<file path="config.mk">
export PLATFORM = sky130hd
export DESIGN_NAME = gaps_ram
export DESIGN_NICKNAME = d
export VERILOG_FILES = /design/src/gaps_ram.sv
export SDC_FILE = /design/constraint.sdc
export NUM_CORES = 1
export LEC_CHECK = 0
export BUFFER_PORTS_ARGS = -buffer_cell sky130_fd_sc_hd__buf_2
export CORE_ASPECT_RATIO = 2
export CORE_UTILIZATION = 60
export CTS_CLUSTER_SIZE = 40
export DETAILED_ROUTE_END_ITERATION = 16
export GPL_ROUTABILITY_DRIVEN = 0
export PLACE_DENSITY = 0.76
export SLEW_MARGIN = 20
export SYNTH_ARGS = -nofsm -noshare
export SYNTH_HDL_FRONTEND = slang
export SYNTH_SLANG_ARGS = --single-unit
</file>
<file path="constraint.sdc">
create_clock -name i_clk -period 3 [get_ports i_clk]
set_input_delay 0.45 -clock i_clk [delete_from_list [all_inputs] [get_ports i_clk]]
set_output_delay 0.45 -clock i_clk [all_outputs]
set_load 0.03 [all_outputs]
</file>
<file path="src/gaps_ram.sv">
// ----------------------------------------------------------------------------
// gaps_ram: generic simple dual-port RAM
// One write port and one read port, read data registered.
// ----------------------------------------------------------------------------
module gaps_ram #(
    parameter int WIDTH = 8,
    parameter int DEPTH = 64,
    parameter int AW    = $clog2(DEPTH)
) (
    input  logic             i_clk,
    input  logic             i_we,
    input  logic [AW-1:0]    i_waddr,
    input  logic [WIDTH-1:0] i_wdata,
    input  logic [AW-1:0]    i_raddr,
    output logic [WIDTH-1:0] o_rdata
);
    logic [WIDTH-1:0] r_mem [DEPTH];
    logic [WIDTH-1:0] r_rdata;

    always_ff @(posedge i_clk) begin
        if (i_we) begin
            r_mem[i_waddr] <= i_wdata;
        end
        r_rdata <= r_mem[i_raddr];
    end

    assign o_rdata = r_rdata;
endmodule

</file>
* After elaboration in Yosys (flattened, before gate mapping)
Memory sizes are Yosys's and may differ from the RTL's. A register that Yosys moved wholly into a read port is not among the register bits.
Cells that the tools add are included.
** Storage, ports and cells
- Input port bits :: 22
- Memories kept :: 1
- Register bits after elaboration :: 0
- RAM bits :: 512
- Word-level logic and storage cells :: 3
** Operators by class
- Muxes and demuxes :: 2
** Memory list
- r_mem :: depth 64, bits a word 8, read ports 1, clocked after memory_dff 1, wr ports 1, RTL line 17 : logic [WIDTH-1:0] r_mem [DEPTH];
** Operators with widths (number)
- 1-bit two-way mux :: 2

* Logic depth before layout (Yosys ltp)
- Word-level depth :: 2
- Gate-level depth with buffers :: 9
- Mapped depth without buffers :: 5

* Worst setup path before layout
Ideal clock, no wire load.
- Path kind :: input to register
- Start :: input port i_raddr[1]
- End :: register r_rdata[3], in the netlist o_rdata[3] (read register of r_mem)
- Stages :: 7
- Setup slack :: 882 ps
- Path buffers :: 3
- Setup time :: 128 ps
- Arrival time :: 1990 ps
- Path through :: buf_4 -> buf_2 -> buf_2 -> mux4_2 -> mux4_2 -> o21ai_1 -> o41ai_1
** RTL lines
- start: declaration :: RTL line 14 : input logic [AW-1:0] i_raddr,
- end: declaration :: RTL line 18 : logic [WIDTH-1:0] r_rdata;

==> impl_metrics.json <==
{
  "outcome": "finished, final reports clean",
  "firstDrtPassIters": 5,
  "critPathCaptureType": "flip-flop",
  "fin_crit_sh_pct": 82.0,
  "final_area_um2": 22700,
  "crit_chain": "clkbuf_8, buf_12, mux4_2, nor2b_1, a2111oi_0, o41ai_1",
  "syn_nets": 962,
  "route.detailed.drc": 0,
  "hp-start": "i_wdata[3]",
  "dr.first_iter.drc_count": 1000,
  "max_stage_delay_ps": 830,
  "crit_type": "in -> reg",
  "rrSetupSlack_ps": 860,
  "critPathTopFamily": "compound AO/OA/AOI/OAI gates",
  "hp-class": "in -> reg",
  "grt_max_degree": 65,
  "syn_area_um2": 20200,
  "antenna_found_initial": 0,
  "nets": 1097,
  "synth_seq_cells": 520,
  "drv_cap": 0,
  "overflow": 0,
  "clockBufferDepth": 3,
  "clk_latency_ps": 540,
  "cts_tree": "built",
  "async_flop_share_pct": 0,
  "synth_top_area_share_pct": 76.2,
  "finalPower_uw": 14100,
  "cts_buffers": 41,
  "ctsHoldBuffers": 0,
  "fin_skew_ps": 15.9,
  "fillers": 2044,
  "netlist.top_cell.by_area": "edfxtp_1",
  "io_buffers": 29,
  "fp.coreArea_um2": 32900,
  "cp.depth": 6,
  "reg2reg_from": "r_mem[46][0]",
  "synth_cell_types": 40,
  "seqPwrFrac_pct": 56.9,
  "rsz0062_at_grt": "no",
  "numClockSinks": 520,
  "grt.total_usage_pct": 27.9,
  "tns_ps": 0,
  "power.leakage_uw": 0.00730,
  "synth_warnings": 0,
  "grt_pass1_wl_um": 67200,
  "hold_viol": 0,
  "fin_crit_ps": 2460,
  "cts-root-buf": "clkbuf_16",
  "drive_above_1_share_pct": 30.8,
  "place.detailed.hpwl_um": 30400,
  "routed_wl_um": 45900,
  "htree_num_levels": 2,
  "start_kind": "input port",
  "critPathLaunch": "i_raddr[0]",
  "die_h_um": 261,
  "clk_pin_slew_ps": 70,
  "final_max_slew_viol_count": 0,
  "combinationalPowerShare_pct": 5.7,
  "dieWidth_um": 132,
  "cp_max_fo": 48,
  "post_cts_buffers": 0,
  "r2r-end": "o_rdata[0]",
  "path_buf_inv": 2,
  "die_area_um2": 34400,
  "hold_path_depth": 1,
  "num_vias": 9983,
  "switching_share_pct": 20.6,
  "post_dp_cell_area_um2": 21500,
  "synthTopCellsByArea": "edfxtp_1 (76%), mux4_2 (14%), nor2_1 (1.5%)",
  "std_cell_rows": 94,
  "slew_headroom_pct": 36.8,
  "synthCells": 940,
  "arrival_ps": 2860,
  "setup_viol": 0,
  "area_growth_pct": 12.8,
  "fmax_ghz": 0.406,
  "p_int_uw": 11200,
  "clkPwrFrac_pct": 37.4,
  "antenna_cells": 0,
  "wl_per_cell_um": 29.9,
  "io_pins": 30,
  "yosysSeqAreaShare_pct": 77.0,
  "start_util_pct": 61.2,
  "reg2reg_depth": 4,
  "worst_pin_slew_ps": 925,
  "p_sw_uw": 2920,
  "grt_pass1_vias": 10300,
  "final_util_pct": 69.1,
  "avgSynthCellArea_um2": 21.5,
  "slowest_stage": "a2111oi_0",
  "min_to": "r_mem[54][3]",
  "synth_ff_type": "edfxtp_1",
  "cts_resized": 0,
  "worstPathRequired_ps": 3400,
  "pwr_density_cell_nw_per_um2": 622,
  "ir_drop_uv": 503,
  "avgViaCountPerCell": 6.50,
  "ant_nets": 0,
  "synth-edff-count": 512
}
==> power groups by stage <==
stage | clock network (µW) | logic [µW] | registers, µW
6_report | 5290 | 807 | 8050
5_1_grt | 5580 | 848 | 8050
4_1_cts | 5340 | 810 | 8050
3_5_place_dp | 0 | 806 | 8210
3_3_place_gp | 0 | 791 | 8210
2_1_floorplan | 0 | 429 | 8240
==> worst reg2reg max path: cells and delay by family, from the launching register on <==
family	cells	cell delay (ps)
muxes	2	770
DFF	1	370
AOI/OAI and AO/OA	2	860
==> layer usage <==
metal | GRT usage [%] | vias up | routed length [µm]
li1 | - | 4181 | -
met1 | 31.3 | 5183 | 15300
met2 | 50.4 | 481 | 24900
met3 | 4.37 | 138 | 2820
met4 | 16.4 | 0 | 2810
met5 | 0 | - | 0
==> layout make-up <==
cell class              instances  area [µm²]  share of cell area, %
multi-input cells             369        4320                   19.0
well taps                     432         541                   2.38
repair buffers                143        1070                   4.69
clock inverters                22         225                  0.990
clock buffers                  51        1060                   4.68
flip-flops and latches        520       15500                   68.3
==> cells by family (layout without fill, tap and decap cells) <==
family / after synthesis / after routing / synth area share (%)
buf+inv: 51 / 216 / 1.57
flops: 520 / 520 / 77.0
mux: 162 / 162 / 15.9
simple gates: 153 / 153 / 3.39
compound gates: 54 / 54 / 2.07
==> synth_stat cells (3+ instances only) <==
cell type and number:
clkbuf_1 17, nor3_1 7, buf_1 4, nand2b_1 7, a21oi_1 3, mux2_2 13
edfxtp_1 512, buf_4 13, a211oi_1 4, mux2i_1 23, o221ai_1 8, o2111ai_1 3
nor2_1 83, nand3_1 13, buf_6 4, nor2b_1 14, o22ai_1 8, a221oi_1 6
nand3b_1 3, a22oi_1 3, buf_2 11, nand2_1 19, o2bb2ai_1 3, mux4_2 126
dfxtp_1 8
==> sequential cells by signal, summed over array words and instances, names as in the netlist <==
| signal | count |
|---|---|
| o_rdata | 8 |
| r_mem | 512 |
==> cells in the final DEF, fill, tap and decap left out, drive strengths merged, types with 3 or more instances in the layout <==
cell	instances
clkinv	16
o22ai	8
a22oi	3
o2bb2ai	3
o2111ai	3
o221ai	8
clkbuf	52
mux2	13
a211oi	4
bufinv	4
mux4	126
nand2	19
nor2	83
a221oi	6
dfxtp	8
nor2b	14
nand3	13
o21ai	4
buf	142
a21oi	3
nand3b	3
nand2b	7
nor3	7
edfxtp	512
mux2i	23
==> stage by stage <==
| step | setup WS [ps] | std cells | hold slack (ps) |
|---|---|---|---|
| floorplan | 882 | 940 | 549 |
| global placement | 74.8 | 1464 | 822 |
| detailed placement | 63.9 | 1464 | 853 |
| CTS | 565 | 1537 | 314 |
| global route | 504 | 1537 | 331 |
| finish | 539 | 1537 | 330 |
==> worst max-delay path by stage <==
stage / to / slack [ps]
6_report: o_rdata[3] / 540
5_1_grt: o_rdata[0] / 500
4_1_cts: o_rdata[3] / 560
3_5_place_dp: o_rdata[0] / 60
3_3_place_gp: o_rdata[0] / 70
2_1_floorplan: o_rdata[3] / 880
Note: power is estimated with default switching activity, not from simulation.
