## src/gaps_isqrt.sv

```systemverilog
// ----------------------------------------------------------------------------
// gaps_isqrt: iterative integer square root
// Produces one root bit per cycle, rounded down.
// ----------------------------------------------------------------------------
module gaps_isqrt #(
    parameter int RAD_W = 12,
    parameter int SQ_W  = RAD_W / 2
) (
    input  logic             i_clk,
    input  logic             i_rst_n,
    input  logic             i_start,
    input  logic [RAD_W-1:0] i_rad,
    output logic             o_done,
    output logic [SQ_W-1:0]  o_root
);
    localparam int CNT_W = $clog2(SQ_W + 1);

    logic             r_busy, n_busy;
    logic             r_done, n_done;
    logic [CNT_W-1:0] r_cnt, n_cnt;
    logic [RAD_W-1:0] r_rad, n_rad;
    logic [SQ_W:0]    r_rem, n_rem;
    logic [SQ_W-1:0]  r_root, n_root;
    logic [SQ_W+2:0]  rem2, trial;

    always_comb begin
        n_busy = r_busy;
        n_done = 1'b0;
        n_cnt  = r_cnt;
        n_rad  = r_rad;
        n_rem  = r_rem;
        n_root = r_root;
        rem2   = {r_rem, r_rad[RAD_W-1 -: 2]};
        trial  = {1'b0, r_root, 2'b01};
        if (i_start) begin
            n_busy = 1'b1;
            n_cnt  = CNT_W'(SQ_W);
            n_rad  = i_rad;
            n_rem  = '0;
            n_root = '0;
        end else if (r_busy) begin
            if (rem2 >= trial) begin
                n_rem  = (SQ_W+1)'(rem2 - trial);
                n_root = {r_root[SQ_W-2:0], 1'b1};
            end else begin
                n_rem  = rem2[SQ_W:0];
                n_root = {r_root[SQ_W-2:0], 1'b0};
            end
            n_rad = r_rad << 2;
            n_cnt = r_cnt - 1'b1;
            if (r_cnt == CNT_W'(1)) begin
                n_busy = 1'b0;
                n_done = 1'b1;
            end
        end
    end

    always_ff @(posedge i_clk) begin
        if (!i_rst_n) begin
            r_busy <= 1'b0;
            r_done <= 1'b0;
            r_cnt  <= '0;
        end else begin
            r_busy <= n_busy;
            r_done <= n_done;
            r_cnt  <= n_cnt;
        end
        r_rad  <= n_rad;
        r_rem  <= n_rem;
        r_root <= n_root;
    end

    assign o_done = r_done;
    assign o_root = r_root;
endmodule

```

## config.mk

```make
export PLATFORM = sky130hd
export DESIGN_NAME = gaps_isqrt
export DESIGN_NICKNAME = d
export VERILOG_FILES = /design/src/gaps_isqrt.sv
export SDC_FILE = /design/constraint.sdc
export NUM_CORES = 1
export LEC_CHECK = 0
export CORE_MARGIN = 4
export CORE_UTILIZATION = 47
export DETAILED_ROUTE_END_ITERATION = 8
export DONT_BUFFER_PORTS = 1
export HOLD_SLACK_MARGIN = 0.12
export PLACE_DENSITY_LB_ADDON = 0.15
export SYNTH_ARGS = -nofsm -noshare
export SYNTH_HDL_FRONTEND = slang
export SYNTH_SLANG_ARGS = --single-unit
```

## constraint.sdc

```tcl
create_clock -name i_clk -period 3.4 [get_ports i_clk]
set_input_delay 0.17 -clock i_clk [delete_from_list [all_inputs] [get_ports i_clk]]
set_output_delay 0.17 -clock i_clk [all_outputs]
set_load 0.01 [all_outputs]
```

# Word-level counts from Yosys, hierarchy flattened
# Index checks and enable logic that the tools add are counted.
# classes
order_cmp	1
addsub	2
n_reduce_logical	3
bitwise_logic	2
n_mux	10
n_eq_ne	1
# op_table
operator	count
two-way mux 12 bit	2
>= comparator 9 x 8 -> 1 bit	1
two-way mux 7 bit	1
subtractor 7 bit	1
two-way mux 3 bit	2
two-way mux 1 bit	5
equality test 3 x 1 -> 1 bit, second input constant	1
OR reduction 3 bit	1
subtractor 3 x 1 -> 3 bit, second input constant	1
NOT 1 bit	2
nonzero test 2 bit	1
OR reduction 2 bit	1
# word_totals
regBits	30
output_inout_bits	7
inputBits	15

# Logic depth before layout (Yosys ltp)
# Gate-level depths: netlist of run 1.
# depth
word_depth	4
mapped_depth	7
depth_no_buf	7

# Least setup slack after synthesis of run 1
# OpenSTA, ideal clock, no wires.
# synth_path
path_kind	register to register
from	register r_root[5] (netlist: o_root[5])
to	register r_rem[1]
t_arrival_ps	2055
synth_period_minus_slack_ps	2141
setup_time_ps	86
slack_ps	1259
n_path_buf	0
stages_incl_launch_ff	8
cell_sequence	dfxtp_1 > inv_1 > ha_1 > a2111oi_4 > o21ai_2 > o32ai_4 > mux2_2 > a211oi_1
# synth_via
elab_chain_len	2
# synth_lines
element	line_no	source
start, declared	23	logic [SQ_W-1:0] r_root, n_root;
start signal, assigned	70	r_root <= n_root;
>= comparator 9 x 8 -> 1 bit	42	if (rem2 >= trial) begin
two-way mux 7 bit	42	
end signal, assigned	69	r_rem <= n_rem;
end, declared	22	logic [SQ_W:0] r_rem, n_rem;
# Every way passes these cells.
# A chain may end at the register's enable or synchronous reset.

# Worst setup path in the final report of run 1
# layout_path
from	register r_root[5] (netlist: o_root[5])
to	register r_rem[0]
# The elaborated chain is that of the path after synthesis.

==> results of run 1 <==
==> metal layers <==
layer,GRT usage,vias up,wire length [um]
met5,0,-,0
met4,0.0609,0,32
met3,0.0544,4,101
met2,0.261,15,1510
met1,0.209,522,1430
li1,-,567,-
==> Yosys cell counts <==
cell type / number
o2111ai_1: 1
o32ai_4: 1
a21oi_1: 5
a311oi_1: 1
nand2b_1: 2
a31o_2: 1
nand2_1: 4
o21ai_2: 1
nand3b_1: 1
o21a_1: 2
a31oi_2: 1
or2_2: 1
and2_1: 2
xor2_1: 1
a2111oi_4: 1
inv_1: 12
nor3_1: 1
mux2i_1: 9
nand3_1: 3
mux2_2: 12
ha_1: 10
nor4b_1: 1
a211oi_2: 1
xnor2_1: 6
edfxtp_1: 12
clkbuf_1: 3
nor2b_1: 1
nor2_1: 24
dfxtp_1: 18
or4b_1: 1
o21ai_0: 1
buf_1: 3
a211oi_1: 6
==> cells by family after synthesis <==
group,Yosys count
AND/OR/NAND/NOR,41
flip-flops,30
AO/OA/AOI/OAI,22
multiplexers,21
buffers and inverters,18
adder cells (fa/ha/maj),10
XOR/XNOR,7
==> power breakdown <==
| group | total (W) | internal (W) | switching, W |
|---|---|---|---|
| clock | 0.000278 | 0.000156 | 0.000122 |
| sequential | 0.000434 | 0.000409 | 0.0000253 |
| combinational | 0.000287 | 0.000143 | 0.000144 |
==> metrics by stage <==
step           setup slack (ns)  area [um2]  hold WS, ns
2_1_floorplan              1.26        1590        0.344
3_3_place_gp               1.15        1630        0.239
3_5_place_dp               1.09        1630        0.244
4_1_cts                   0.769        1880        0.290
5_1_grt                   0.625        1880        0.309
6_report                  0.771        1880        0.286
==> final cells by class <==
cell class / instances / area, um2 / area share
flip-flops and latches: 30 / 721 / 0.383
inverters: 12 / 45.0 / 0.0240
multi-input cells: 101 / 806 / 0.429
clock inverters: 1 / 30.0 / 0.0160
clock buffers: 7 / 45.0 / 0.0240
repair buffers: 17 / 178 / 0.0945
well taps: 44 / 55.1 / 0.0293
==> sequential cells by signal (all words and copies together) (netlist names) <==
signal / flops
o_done: 1
r_cnt: 3
o_root: 6
r_busy: 1
r_rem: 7
r_rad: 12
==> worst min path at each step <==
stage,endpoint,slack (ns),cells after the start
global route,r_rad[1],0.31,1
detailed placement,r_rem[0],0.24,1
floorplan,r_busy,0.34,2
CTS,r_rad[0],0.29,1
global placement,r_rem[0],0.24,1
finish,r_rad[4],0.29,1
==> critical path: stages, from the launching register on <==
cell	delay, ns
dfxtp_1	0.41
inv_1	0.07
ha_1	0.34
a2111oi_4	0.37
o21ai_2	0.11
o32ai_4	0.31
xnor2_1	0.16
a211oi_2	0.22
dlygate4sd3_1	0.57
==> timing repair <==
action / in CTS / in global routing
gates resized for setup: 0 / 0
hold buffers: 16 / 0
endpoints found under the hold margin: 30 / 0
==> flow_summary_export.csv, run 1 <==
group,metric,value,unit
logic_synthesis,netlist-cell-type-count,33,
logic_synthesis,synth_compound_area_frac,0.129,
sta,min_period,2.63,ns
place,hpwl,2110,um
setup_path,end_kind,"register",
die,rows,20,
logic_synthesis,synthXorXnorAreaFrac,0.0385,
route,drc,0,
route,first_pass_iters,4,
setup_path,worstSetupPathType,"register to register",
logic_synthesis,synthAdderAreaFrac,0.0785,
finish,finalNonFillerCells,212,
clocking,post_cts_buffers,0,
logic_synthesis,syn-num-nets,174,
hold_path,min_from,"i_start",
route,detail_route.wirelength,3070,um
finish,n_antenna_cell,0,
setup_path,worstPathMaxFanout,9,
run,cap_viol_max_count,0,
logic_synthesis,syn-cell-area,1590,um2
route,drtAntennaViolNets,0,
setup_path,reg2reg_slack,0.77,ns
sta,slew_violations,0,
grt,grt_antenna_before_repair,0,
setup_path,cp.arrival,2.90,ns
die,die_h,66.2,um
place,dp_cells,188,
logic_synthesis,synth_warnings,0,
sta,rsz0062_at_grt,"no",
sta,finalCritPeriodShare,0.773,
grt,grt_pass1_vias,1145,
clocking,htreeDepth,2,
clocking,cts_tree,"done",
clocking,root_buffer,"clkbuf_4",
die,die_w,66.2,um
clocking,cts_made_buffers,5,
setup_path,startpoint,"o_root[5]",
place,port_buffers,0,
power,total_power,0.00100,W
sta,slew_headroom,0.655,
grt,grt_max_degree,31,
setup_path,timing.rr.end,"r_rem[0]",
logic_synthesis,yosysTopAreaCellShare,0.226,
finish,fin_util,0.596,
logic_synthesis,ys_ff_latch,30,
logic_synthesis,synth_mux_area_frac,0.141,
clocking,clk_latency,0.33,ns
sta,worstMarginPinSlew,0.517,ns
grt,grt-ovfl-total,0,
place,globalplace.congestion,0.784,
setup_path,cp-start-kind,"register",
run_status,status,"finished, final reports clean",
setup_path,reg2reg_from,"o_root[5]",
clocking,clk_pin_slew,0.09,ns
sta,setup_violations,0,
clocking,clock-sinks,30,
die,die_area,4390,um2
logic_synthesis,netlist_top_cells_area,"dfxtp_1 (23%), edfxtp_1 (23%), mux2_2 (8.5%)",
finish,fillers,291,
logic_synthesis,synthSimpleGateAreaFrac,0.119,
setup_path,reg2reg_depth,8,
route,drt-vias-per-instance,5.23,
logic_synthesis,ys_seq_area_frac,0.452,
sta,setup_tns,0,ns
hold_path,hp-class,"input port to register",
grt,track_usage,0.166,
route,drtIter0Drc,74,
finish,final_cell_mix,"nor2_1 (24), dfxtp_1 (18), dlygate4sd3_1 (15)",
route,vias,1108,
finish,syn_to_final_growth,17.9,%
sta,skew,0.00887,ns
logic_synthesis,synth_top_cell_by_area,"dfxtp_1",
sta,hold_viol_final,0,
die,design.core.area,3150,um2
grt,grt_first_pass_wirelength,5420,um
logic_synthesis,synth.avg_cell_area,10.7,um2
route,wl_per_cell,14.5,um
setup_path,cp.required,3.67,ns
power,ir_drop,0.278,mV
finish,nNetsFinal,192,
power,leakage,0.711,nW
die,initial_core_util,0.506,
sta,max_freq,380,MHz
logic_synthesis,synth_top_family_by_area,"multiplexers",
power,power_density,532,nW/um2
die,ios,22,
finish,final_common_cell,"nor2_1",
logic_synthesis,synthCells,149,
finish,final_layout_size_suffix_gt1_frac,0.161,
setup_path,cp-endpoint,"r_rem[0]",
clocking,clockBufferDepth,2,
No activity file was read; power rests on OpenSTA's default activity.
==> run 2, diff against run 1 <==
clock period = 2.3 ns   (was 3.4 ns; I/O delays follow)
==> flow_summary_export.csv, run 2 (synthesized netlist as in run 1, its figures left out) <==
group,metric,value,unit
finish,final_cell_mix,"nor2_1 (24), dfxtp_1 (18), dlygate4sd3_1 (14)",
hold_path,holdPathEnd,"r_rad[3]",
clocking,post_cts_buffers,0,
power,ir_drop,0.444,mV
finish,finalNonFillerCells,218,
grt,grt_pass1_vias,1172,
route,first_pass_iters,4,
clocking,htreeDepth,2,
route,vias,1131,
clocking,post_cts_resized,0,
route,drtAntennaViolNets,0,
route,drtIter0Drc,52,
route,detail_route.wirelength,3070,um
route,drt-vias-per-instance,5.19,
sta,slew_headroom,0.753,
clocking,clockBufferDepth,2,
clocking,ctsHoldBuffers,15,
sta,setup_violations,0,
sta,slew_violations,0,
clocking,clk_latency,0.33,ns
die,initial_core_util,0.506,
setup_path,cp.required,2.55,ns
finish,final_layout_size_suffix_gt1_frac,0.195,
place,hpwl,2160,um
die,die_h,66.2,um
sta,rsz0062_at_grt,"no",
setup_path,timing.rr.end,"r_rem[6]",
place,globalplace.congestion,0.897,
power,switching_share,0.308,
finish,syn_to_final_growth,19.0,%
power,switchingPower,0.000419,W
power,p_int,0.000940,W
sta,min_period,2.12,ns
hold_path,hp-class,"input port to register",
die,die_area,4390,um2
sta,finalCritPeriodShare,0.922,
finish,top_register,"r_rad",
grt,grt_antenna_before_repair,0,
power,power_density,717,nW/um2
sta,skew,0.00936,ns
setup_path,worstSetupPathType,"register to register",
place,dp_slack,0.184,ns
power,clock_power_share,0.213,
clocking,root_buffer,"clkbuf_4",
setup_path,reg2reg_depth,7,
clocking,clk_pin_slew,0.09,ns
die,ios,22,
clocking,cts_made_buffers,5,
power,leakage,0.733,nW
finish,n_antenna_cell,0,
setup_path,worstPathMaxFanout,5,
finish,largest_reg_flops,12,
finish,nNetsFinal,198,
sta,worstMarginPinSlew,0.370,ns
grt,grt_first_pass_wirelength,5290,um
die,design.core.area,3150,um2
finish,final_common_cell,"nor2_1",
place,port_buffers,0,
grt,grt_max_degree,31,
setup_path,cp.arrival,2.37,ns
sta,worst_slack,0.178,ns
setup_path,reg2reg_slack,0.18,ns
setup_path,end_kind,"register",
grt,grt-ovfl-total,0,
die,rows,20,
sta,max_freq,471,MHz
power,power_frac_seq,0.470,
sta,hold_viol_final,0,
hold_path,min_from,"i_start",
setup_path,cp-start-kind,"register",
power,power_frac_comb,0.317,
route,drc,0,
hold_path,holdPathStages,1,
clocking,cts_tree,"done",
grt,track_usage,0.164,
die,die_w,66.2,um
run_status,status,"finished, final reports clean",
route,wl_per_cell,14.1,um
clocking,clock-sinks,30,
place,dp_cells,195,
run,cap_viol_max_count,0,
setup_path,reg2reg_from,"o_root[0]",
sta,setup_tns,0,ns
run 2: cell types whose count changed in the layout (fill, tap and decap cells not counted), sizes merged:
cell / previous run / this run
dlygate4sd3: 15 / 14
clkinv: 0 / 2
buf: 2 / 9
clkbuf: 7 / 6
bufinv: 1 / 0
run 2: layout make-up:
class,count,area [um2]
multi-input cells,101,806
repair buffers,23,220
flip-flops and latches,30,721
clock buffers,6,41.3
fillers,281,1260
inverters,12,45.0
clock inverters,2,8.76
well taps,44,55.1
run 2: layer usage:
layer  global-route usage  part of all wire  routed length (um)
met1                0.198              0.44                1350
met2                0.261              0.49                1520
met3               0.0544             0.043                 131
met4               0.0761             0.020                  62
met5                    0                 0                   0
run 2: power by group through the flow:
stage / combinational (W) / clock, W / sequential (W)
finish: 0.000431 / 0.000290 / 0.000639
global route: 0.000477 / 0.000333 / 0.000645
CTS: 0.000434 / 0.000302 / 0.000640
detailed placement: 0.000400 / 0 / 0.000652
global placement: 0.000393 / 0 / 0.000649
floorplan: 0.000338 / 0 / 0.000640
run 2: per-stage QoR:
step,power [W],util,instance area (um2),hold WS (ns)
after floorplan,0.000978,-,1590,0.289
after global placement,0.00104,0.535,1690,0.187
after detailed placement,0.00105,0.535,1690,0.188
after CTS,0.00138,0.602,1900,0.219
after global routing,0.00145,0.602,1900,0.218
final,0.00136,0.602,1900,0.224
run 2: how the worst max path moves through the flow:
stage | start | to | slack, ns | cells after the start
finish | o_root[0] | r_rem[6] | 0.18 | 7
global route | o_root[0] | r_rem[6] | 0.05 | 8
CTS | o_root[0] | r_rem[6] | 0.17 | 8
detailed placement | o_root[0] | r_rem[6] | 0.18 | 8
global placement | o_root[0] | r_rem[6] | 0.26 | 7
floorplan | o_root[5] | r_rem[1] | 0.16 | 7
run 2: worst max-delay path, cell delays in order (launching register included):
cell and delay (ns):
dfxtp_1 0.44, inv_1 0.09, ha_1 0.37, nand2b_1 0.12, a21oi_1 0.11, or4b_1 0.47, a31o_2 0.21, a311oi_1 0.24
